**src/rlim_pkg.sv**
```systemverilog
package rlim_pkg;

  localparam int AddrW  = 32;
  localparam int TimeW  = 32;
  localparam int WinW   = 17;
  localparam int MaxW   = 16;
  localparam int CountW = 17;
  localparam int VerdW  = 3;
  localparam int EvictW = 7;
  localparam int CfgIdxW = 3;

  localparam logic [CountW-1:0] CountMax = {CountW{1'b1}};
  localparam logic [EvictW-1:0] EvictMax = {EvictW{1'b1}};

  localparam logic [VerdW-1:0] VerdPass    = 3'd0;
  localparam logic [VerdW-1:0] VerdAllowed = 3'd1;
  localparam logic [VerdW-1:0] VerdBad     = 3'd2;
  localparam logic [VerdW-1:0] VerdTooMany = 3'd3;
  localparam logic [VerdW-1:0] VerdFull    = 3'd4;

  localparam logic ActRequest = 1'b0;
  localparam logic ActSweep   = 1'b1;

  localparam logic [CfgIdxW-1:0] RegWindow  = 3'd0;
  localparam logic [CfgIdxW-1:0] RegMax     = 3'd1;
  localparam logic [CfgIdxW-1:0] RegAllow0  = 3'd2;
  localparam logic [CfgIdxW-1:0] RegAllow1  = 3'd3;
  localparam logic [CfgIdxW-1:0] RegAllow2  = 3'd4;
  localparam logic [CfgIdxW-1:0] RegAllow3  = 3'd5;

  // item traveling down the cell row
  typedef struct packed {
    logic              vld;
    logic              action;
    logic [AddrW-1:0]  addr;
    logic [TimeW-1:0]  now;
    logic              done;
    logic              free_found;
    logic [VerdW-1:0]  verdict;
    logic [EvictW-1:0] evicted;
  } tok_t;

  // entry creation broadcast
  typedef struct packed {
    logic             en;
    logic [AddrW-1:0] addr;
    logic [TimeW-1:0] now;
  } create_t;

endpackage

```
**src/rlim_cell.sv**
```systemverilog
module rlim_cell import rlim_pkg::*; #(
  parameter int IDX_W = 6,
  parameter int MY_IDX = 0
) (
  input  logic             clk_i,
  input  logic             rst_ni,
  input  logic [WinW-1:0]  window_i,
  input  logic [MaxW-1:0]  max_i,
  input  tok_t             tok_i,
  input  logic [IDX_W-1:0] idx_i,
  input  create_t          create_i,
  input  logic [IDX_W-1:0] create_idx_i,
  output tok_t             tok_o,
  output logic [IDX_W-1:0] idx_o
);

  logic              valid_q, valid_d;
  logic [AddrW-1:0]  addr_q, addr_d;
  logic [CountW-1:0] count_q, count_d;
  logic [TimeW-1:0]  start_q, start_d;
  tok_t              tok_q, tok_d;
  logic [IDX_W-1:0]  idx_q, idx_d;

  logic [TimeW-1:0]  elapsed;
  logic              expired;
  logic [CountW-1:0] count_inc;
  localparam logic [IDX_W-1:0] MyIdx = IDX_W'(MY_IDX);

  assign elapsed   = tok_i.now - start_q;
  assign expired   = elapsed > {{(TimeW-WinW){1'b0}}, window_i};
  assign count_inc = (count_q == CountMax) ? count_q : count_q + 1'b1;

  always_comb begin
    valid_d = valid_q;
    addr_d  = addr_q;
    count_d = count_q;
    start_d = start_q;
    tok_d   = tok_i;
    idx_d   = idx_i;
    if (tok_i.vld) begin
      if (tok_i.action == ActRequest) begin
        if (!tok_i.done && valid_q && addr_q == tok_i.addr) begin
          tok_d.done = 1'b1;
          if (expired) begin
            count_d = CountW'(1);
            start_d = tok_i.now;
            tok_d.verdict = VerdPass;
          end else begin
            count_d = count_inc;
            tok_d.verdict = (count_inc > {1'b0, max_i}) ? VerdTooMany : VerdPass;
          end
        end else if (!valid_q && !tok_i.free_found) begin
          tok_d.free_found = 1'b1;
          idx_d = MyIdx;
        end
      end else if (valid_q && expired) begin
        valid_d = 1'b0;
        if (tok_i.evicted != EvictMax) tok_d.evicted = tok_i.evicted + 1'b1;
      end
    end
    if (create_i.en && create_idx_i == MyIdx) begin
      valid_d = 1'b1;
      addr_d  = create_i.addr;
      count_d = CountW'(1);
      start_d = create_i.now;
    end
  end

  always_ff @(posedge clk_i or negedge rst_ni) begin
    if (!rst_ni) begin
      valid_q <= 1'b0;
      tok_q   <= '0;
    end else begin
      valid_q <= valid_d;
      tok_q   <= tok_d;
    end
  end

  always_ff @(posedge clk_i) begin
    addr_q  <= addr_d;
    count_q <= count_d;
    start_q <= start_d;
    idx_q   <= idx_d;
  end

  assign tok_o = tok_q;
  assign idx_o = idx_q;

endmodule

```
**config.mk**
```make
export PLATFORM = sky130hd
export DESIGN_NAME = rlim_cell
export DESIGN_NICKNAME = d
export VERILOG_FILES = /design/src/rlim_pkg.sv /design/src/rlim_cell.sv
export SDC_FILE = /design/constraint.sdc
export NUM_CORES = 1
export LEC_CHECK = 0
export ABC_AREA = 0
export CAP_MARGIN = 20
export CORE_MARGIN = 2
export CORE_UTILIZATION = 64
export DETAILED_ROUTE_END_ITERATION = 16
export DONT_BUFFER_PORTS = 1
export HOLD_SLACK_MARGIN = 0.15
export PLACE_DENSITY = 0.8
export SLEW_MARGIN = 5
export SYNTH_ARGS = -nofsm -noshare
export SYNTH_HDL_FRONTEND = slang
export SYNTH_SLANG_ARGS = --single-unit
```
**constraint.sdc**
```tcl
create_clock -name clk_i -period 6.49 [get_ports clk_i]
set_clock_uncertainty 0.1 [all_clocks]
set_input_delay 1.298 -clock clk_i [delete_from_list [all_inputs] [get_ports clk_i]]
set_output_delay 1.298 -clock clk_i [all_outputs]
set_load 0.005 [all_outputs]
```
==> impl_results.md, run 1 <==
- Mapped Area: 9220 sq um
- Met3 WL: 1640 um
- TNS Setup: 0 ps
- Hold buffer count at cts: 0
- Clock latency on the worst-skew pair: between 400 and 500 ps
- Initial antenna violation count: 0
- DRT iter0 DRCs: between 500 and 600
- Worst slew margin: 0.375
- RSZ-0062 raised after global routing: false
- Final HPWL from detailed placement: 17,000 um
- Die H: 124 um
- Worst setup EP type: flop
- Crit Path Max Fanout: 32
- Clk buf depth: 2
- Status: finished clean
- Fin crit share: 0.944
- WL met1: 9250 um
- #FFs+latches synth: 166
- Largest net degree at the start of global routing: 80
- Clock root buffer: clkbuf_16
- Max layer used: met4
- Via count: around 6,900
- Fill count: around 1,000
- Core area: roughly 14,000 sq um
- Metal2 WL: roughly 12,000 um
- Yosys Warn Count: 0
- Post-layout minimum cycle time: roughly 6000 ps
- Final worst slack: about 360 ps
- Fmax: between 150 and 200 MHz
- Total gr overflow: 0
- Post-Synthesis Cells: 930
- Port Buffer Count: 0
- Initial Util: 0.659
- Asr flop ratio synth: 0.476
- Critical Path Start Type: input pin
- CTS tree: yes
- First-pass GRT wire length: between 30,000 and 40,000 um
- Final Power: between 0.002 and 0.0025 W
- Sequential fraction of the synthesis area: 0.473
- Peak supply drop: between 0.15 and 0.2 mV
- Antenna Cells: 0
- # rows: 43
- Nets@finish: 1,186
- H-Tree Depth: 4
- Max-slew violations: 0
- Wire per inst: around 20 um
- Ys flop type: dfrtp_1
- Dpl cell area: 9340 sq um
- Commonest non-fill, non-tap cell in the layout: nand2_1
- CTS Buf Count: 17
- Max-cap viol count: 0
- Final wirelength: 22,900 um
- Dpl ws: -14.8 ps
- Required @ worst endpoint: 6570 ps
- Full die area: 15,400 sq um
- Chip Width: between 100 and 150 um
- Final hold viol count: 0
- Syn_area_per_cell: roughly 10 sq um
- Cell Pwr Density: 238 nW/um^2
- Synth cell types: approximately 80
- DRC: 0
- Post-synth EDFFs: between 60 and 70
- Critical path data arrival time: roughly 6200 ps
- Final number of setup-violating endpoints: 0
- Area Overhead vs Synth: 7.83%
- Placer congestion estimate: approximately 0.94
- WS Path Type: input pin to flop
- Fin util: 0.711
- Most frequent cells in the layout: nand2_1 (157), dfrtp_1 (79), inv_1 (75)
- Pre-antenna DRT Iters: 8
- Global-route usage over all layers: 0.305
- Worst-Margin Slew: between 900 and 1000 ps
- Vias in the first global route: between 6,000 and 7,000
- Clock transition at the registers of the reported paths: around 70 ps
- I/O Pins: between 200 and 300
- Syn nets: between 1,000 and 1,500
- Vias per std cell: around 6.2
- P_leak: approximately 4.3 nW
- Worst hold-check path type: flop to flop
- Share of layout cells above drive strength 1: 0.0817
- Clk sinks: about 170
- Design area: around 10000 sq um
- Routed Antenna Nets: 0
path summary, 6_finish.rpt:
path	startpoint	cells after the start	slack, ps	to
setup / recovery	tok_i[12]	22	360	start_q[13]$_DFFE_PP_
hold / removal	count_q[14]$_SDFFE_PP0P_	2	390	count_q[14]$_SDFFE_PP0P_
setup reg to reg	start_q[0]$_DFFE_PP_	21	880	start_q[13]$_DFFE_PP_
hold reg to reg	count_q[14]$_SDFFE_PP0P_	2	390	count_q[14]$_SDFFE_PP0P_
max in group asynchronous	rst_ni	0	5690	tok_o[33]$_DFF_PN0_
min in group asynchronous	rst_ni	0	450	tok_o[13]$_DFF_PN0_
report_power, final:
group          leakage (nW)  internal [W]  switching [W]
registers              1.69       0.00112      0.0000202
clock network         0.294      0.000520       0.000488
logic                  2.32     0.0000950       0.000124
Yosys cell counts, types with 5 or more instances:
master / count / area share
xor2_1: 20 / 0.019
xnor2_1: 46 / 0.044
and3_1: 13 / 0.0088
o21ai_0: 25 / 0.014
nand2_1: 158 / 0.064
a211oi_1: 6 / 0.0049
inv_1: 75 / 0.031
nor2_1: 28 / 0.011
nor3_1: 19 / 0.010
nand4_1: 25 / 0.017
nand3_1: 38 / 0.021
buf_6: 5 / 0.0061
dfxtp_1: 23 / 0.050
a21oi_1: 56 / 0.030
clkbuf_1: 14 / 0.0057
o21ai_1: 8 / 0.0043
mux2i_1: 5 / 0.0054
and2_1: 9 / 0.0061
nor3b_1: 5 / 0.0041
edfxtp_1: 64 / 0.21
nor2b_1: 13 / 0.0088
nor4_1: 6 / 0.0041
o211ai_1: 6 / 0.0049
dfrtp_1: 79 / 0.21
ha_1: 66 / 0.090
o21a_1: 9 / 0.0073
a21o_1: 11 / 0.0090
cell type report:
type / count / area, sq um / area share
clock buffer: 17 / 425 / 0.0428
clock inverter: 15 / 183 / 0.0184
inverter: 76 / 285 / 0.0287
multi-input combinational: 660 / 4400 / 0.442
sequential: 166 / 4360 / 0.438
tap: 180 / 225 / 0.0226
timing repair buffer: 8 / 72.6 / 0.00730
timing repair:
action                                  in CTS  in global routing
resized for setup                            0                  1
setup buffers                                0                  0
endpoints found under the setup margin       0                 32
cells by family (layout without fill, tap and decap cells):
family | after synthesis | count (layout) | synth area share
and+or+nand+nor | 350 | 350 | 0.188
AOI/OAI and AO/OA | 166 | 166 | 0.121
DFF | 166 | 166 | 0.473
buffers and inverters | 104 | 116 | 0.0514
adders and majority gates | 67 | 67 | 0.0917
xor gates and xnor gates | 66 | 66 | 0.0627
muxes | 11 | 11 | 0.0128
state kept, by name, summed over array words and instances, names as in the netlist:
name / flops
tok_o: 78
valid_q: 1
addr_q: 32
idx_o: 6
start_q: 32
count_q: 17
worst max-delay path, cell delays in order:
cell and delay (ps):
inv_1 30, ha_1 220, fa_1 430, nor2b_2 170, o211ai_1 130, a21oi_1 210, o21ai_0 160, nand3_1 120
nand2_1 60, xnor2_1 120, ha_1 310, a21oi_1 170, nand2_1 80, a211o_1 300, nor4_1 220, a211oi_1 120
or4_1 490, or4_4 560, or4_4 590, nand2_1 130, nand2_2 80, buf_12 210
per-layer routing:
| metal | global-route usage | up-vias |
|---|---|---|
| met5 | 0 | - |
| met4 | 0.110 | 0 |
| met3 | 0.0806 | 39 |
| met2 | 0.508 | 283 |
| met1 | 0.386 | 3304 |
| li1 | - | 3279 |
through the flow:
step           hold WS (ps)  std cells
4_1_cts                 393       1122
6_report                390       1122
3_5_place_dp            380       1090
3_3_place_gp            372       1090
5_1_grt                 422       1122
2_1_floorplan           352        930
No activity file was read; power rests on OpenSTA's default activity.
==> inputs of run 2 (changes only) <==
--- a/config.mk
+++ b/config.mk
@@ -12,7 +12,7 @@
 export DETAILED_ROUTE_END_ITERATION = 16
 export DONT_BUFFER_PORTS = 1
 export HOLD_SLACK_MARGIN = 0.15
-export PLACE_DENSITY = 0.8
+export PLACE_DENSITY = 0.86
 export SLEW_MARGIN = 5
 export SYNTH_ARGS = -nofsm -noshare
 export SYNTH_HDL_FRONTEND = slang
==> run 2 against run 1 <==
Combinational power hardly changed. Clock-buffer cell count stayed put. Hold slack better by 5.1 ps. Via count is 2.5% higher. Sequential share of layout area is 0.061 points lower. Critical path depth stayed put. Power is 0.66% higher. Clock power hardly changed. Register-to-register slack hardly changed. Flip-flop and latch count stayed put. Core utilization is 0.098 points higher. Cell count stayed put. Critical endpoint is now start_q[16]$_DFFE_PP_. Largest power group unchanged. Highest routed layer unchanged.
==> impl_results.md, run 2 (same netlist as run 1, synthesis figures left out) <==
- TNS Setup: 0 ps (unchanged)
- CTS tree: yes (unchanged)
- Global-route usage over all layers: 0.302 (was 0.305)
- Status: finished clean (unchanged)
- Worst-Margin Slew: 741 ps (was 936 ps)
- Final Power: 0.00238 W (was 0.00237 W)
- I/O Pins: 274 (unchanged)
- WL met1: 8700 um (was 9250 um)
- Critical Path Max Stage Delay: 590 ps (about the same)
- Metal2 WL: 11,400 um (was 11,600 um)
- Worst setup EP type: flop (unchanged)
- Total gr overflow: 0 (unchanged)
- Post-layout minimum cycle time: 6110 ps (was 6130 ps)
- Chip Width: 124 um (unchanged)
- Final hold viol count: 0 (unchanged)
- Via count: 7,078 (was 6,905)
- Fmax: 164 MHz (was 163 MHz)
- Clk buf depth: 2 (unchanged)
- Max layer used: met4 (unchanged)
- Inst Count DP: 1,090 (unchanged)
- Wire per inst: 20.4 um (about the same)
- WS Path Type: input pin to flop (unchanged)
- Slowest-stage cell, CP: or4_4 (unchanged)
- Vias in the first global route: 6,801 (was 6,818)
- Area Overhead vs Synth: 7.98% (was 7.83%)
- Routed Antenna Nets: 0 (unchanged)
- Worst hold-check path type: flop to flop (unchanged)
- DRT iter0 DRCs: 644 (was 590)
- P_leak: 4.31 nW (was 4.30 nW)
- Nets@finish: 1,186 (unchanged)
- Final HPWL from detailed placement: 16,900 um (was 17,000 um)
- Flip-flop count of the largest register after layout: 78 (unchanged)
- Fin crit share: 0.941 (was 0.944)
- # rows: 43 (unchanged)
- First-pass GRT wire length: 34,800 um (was 35,500 um)
- Placer congestion estimate: 0.930 (was 0.937)
- Core area: 14,000 sq um (unchanged)
- Pre-antenna DRT Iters: 7 (was 8)
- Cell Pwr Density: 239 nW/um^2 (was 238 nW/um^2)
- Max-cap viol count: 0 (unchanged)
- Clock root buffer: clkbuf_16 (unchanged)
- Peak supply drop: 0.217 mV (was 0.185 mV)
- Initial antenna violation count: 1 (was 0)
- Met3 WL: 2030 um (was 1640 um)
- CP dominant cell by count: nand2_1 (unchanged)
- Critical path data arrival time: 6180 ps (was 6210 ps)
- Commonest non-fill, non-tap cell in the layout: nand2_1 (unchanged)
- Largest net degree at the start of global routing: 80 (unchanged)
- Final number of setup-violating endpoints: 0 (unchanged)
- Required @ worst endpoint: 6560 ps (was 6570 ps)
- Die H: 124 um (unchanged)
- Share of layout cells above drive strength 1: 0.0807 (was 0.0817)
- Fin util: 0.712 (was 0.711)
- Max-slew violations: 0 (unchanged)
- Full die area: 15,400 sq um (unchanged)
- Antenna Cells: 0 (unchanged)
- Most frequent cells in the layout: nand2_1 (157), dfrtp_1 (79), inv_1 (75) (unchanged)
- Final Instance Count excl. Fillers: 1,122 (unchanged)
- CTS Buf Count: 17 (unchanged)
- Clk sinks: 166 (unchanged)
- Clock transition at the registers of the reported paths: 70 ps (about the same)
- Hold buffer count at cts: 0 (unchanged)
- Post-CTS resize count: 0 (unchanged)
- Clock latency on the worst-skew pair: 430 ps (about the same)
- Port Buffer Count: 0 (unchanged)
- Vias per std cell: 6.31 (was 6.15)
- Cells along the critical path: inv_1, ha_1, fa_1, nor2b_1, o211ai_1, a21oi_1, o21ai_0, nand3_1, nand2_1, xnor2_1, ha_1, a21oi_1, nand2_1, a211o_1, nor4_1, a211oi_1, or4_1, or4_4, or4_4, nand2_1, nand2_2, buf_12 (was inv_1, ha_1, fa_1, nor2b_2, o211ai_1, a21oi_1, o21ai_0, nand3_1, nand2_1, xnor2_1, ha_1, a21oi_1, nand2_1, a211o_1, nor4_1, a211oi_1, or4_1, or4_4, or4_4, nand2_1, nand2_2, buf_12)
- Critical Path Start Type: input pin (unchanged)
- Final wirelength: 22,900 um (about the same)
- RSZ-0062 raised after global routing: false (unchanged)
- Post-CTS Setup Bufs: 0 (unchanged)
- Crit Path Max Fanout: 32 (unchanged)
- DRC: 0 (unchanged)
- H-Tree Depth: 4 (unchanged)
- Worst slew margin: 0.505 (was 0.375)
- Initial Util: 0.659 (unchanged)
[run 2: cell counts in the layout (fill, tap and decap cells not counted)]
No cell type changed its count.
[run 2: area by class of cell]
type,instances,area [sq um]
Multi-Input combinational cell,660,4390
Sequential cell,166,4360
Clock inverter,15,199
Inverter,76,285
Fill cell,990,4030
Clock buffer,17,425
Timing Repair Buffer,8,72.6
Tap cell,180,225
[run 2: per-layer routing]
metal,track usage,vias up
met5,0,-
met4,0.132,0
met3,0.102,61
met2,0.492,394
met1,0.366,3344
li1,-,3279
[run 2: critical path: cells and delay by family]
kind | cells | cell delay, ps
adder cells (fa/ha/maj) | 3 | 940
AND/OR/NAND/NOR | 10 | 2480
AO/OA/AOI/OAI | 6 | 1090
XOR/XNOR | 1 | 120
buffers and inverters | 2 | 230
[run 2: final timing paths]
path	start	endpoint	slack [ps]	cells past startpoint
worst max-delay path	tok_i[12]	start_q[16]$_DFFE_PP_	380	22
worst min-delay path	count_q[1]$_SDFFE_PP0P_	count_q[1]$_SDFFE_PP0P_	400	2
worst max register to register	start_q[0]$_DFFE_PP_	start_q[16]$_DFFE_PP_	870	21
worst min register to register	count_q[1]$_SDFFE_PP0P_	count_q[1]$_SDFFE_PP0P_	400	2
max in group asynchronous	rst_ni	tok_o[26]$_DFF_PN0_	5710	0
min in group asynchronous	rst_ni	tok_o[60]$_DFF_PN0_	460	0
[run 2: stage by stage]
step	setup slack [ps]	cell area, sq um	hold WS, ps
after detailed placement	36.4	9340	373
final	380	9960	396
after floorplan	94.6	9230	352
after global placement	129	9340	367
after global routing	105	9960	428
after CTS	496	9960	396
[run 2: power by group]
group / internal, W / total (W) / switching (W)
combinational: 0.0000956 / 0.000221 / 0.000126
clock: 0.000527 / 0.00102 / 0.000493
sequential: 0.00112 / 0.00114 / 0.0000209
total: 0.00174 / 0.00238 / 0.000639
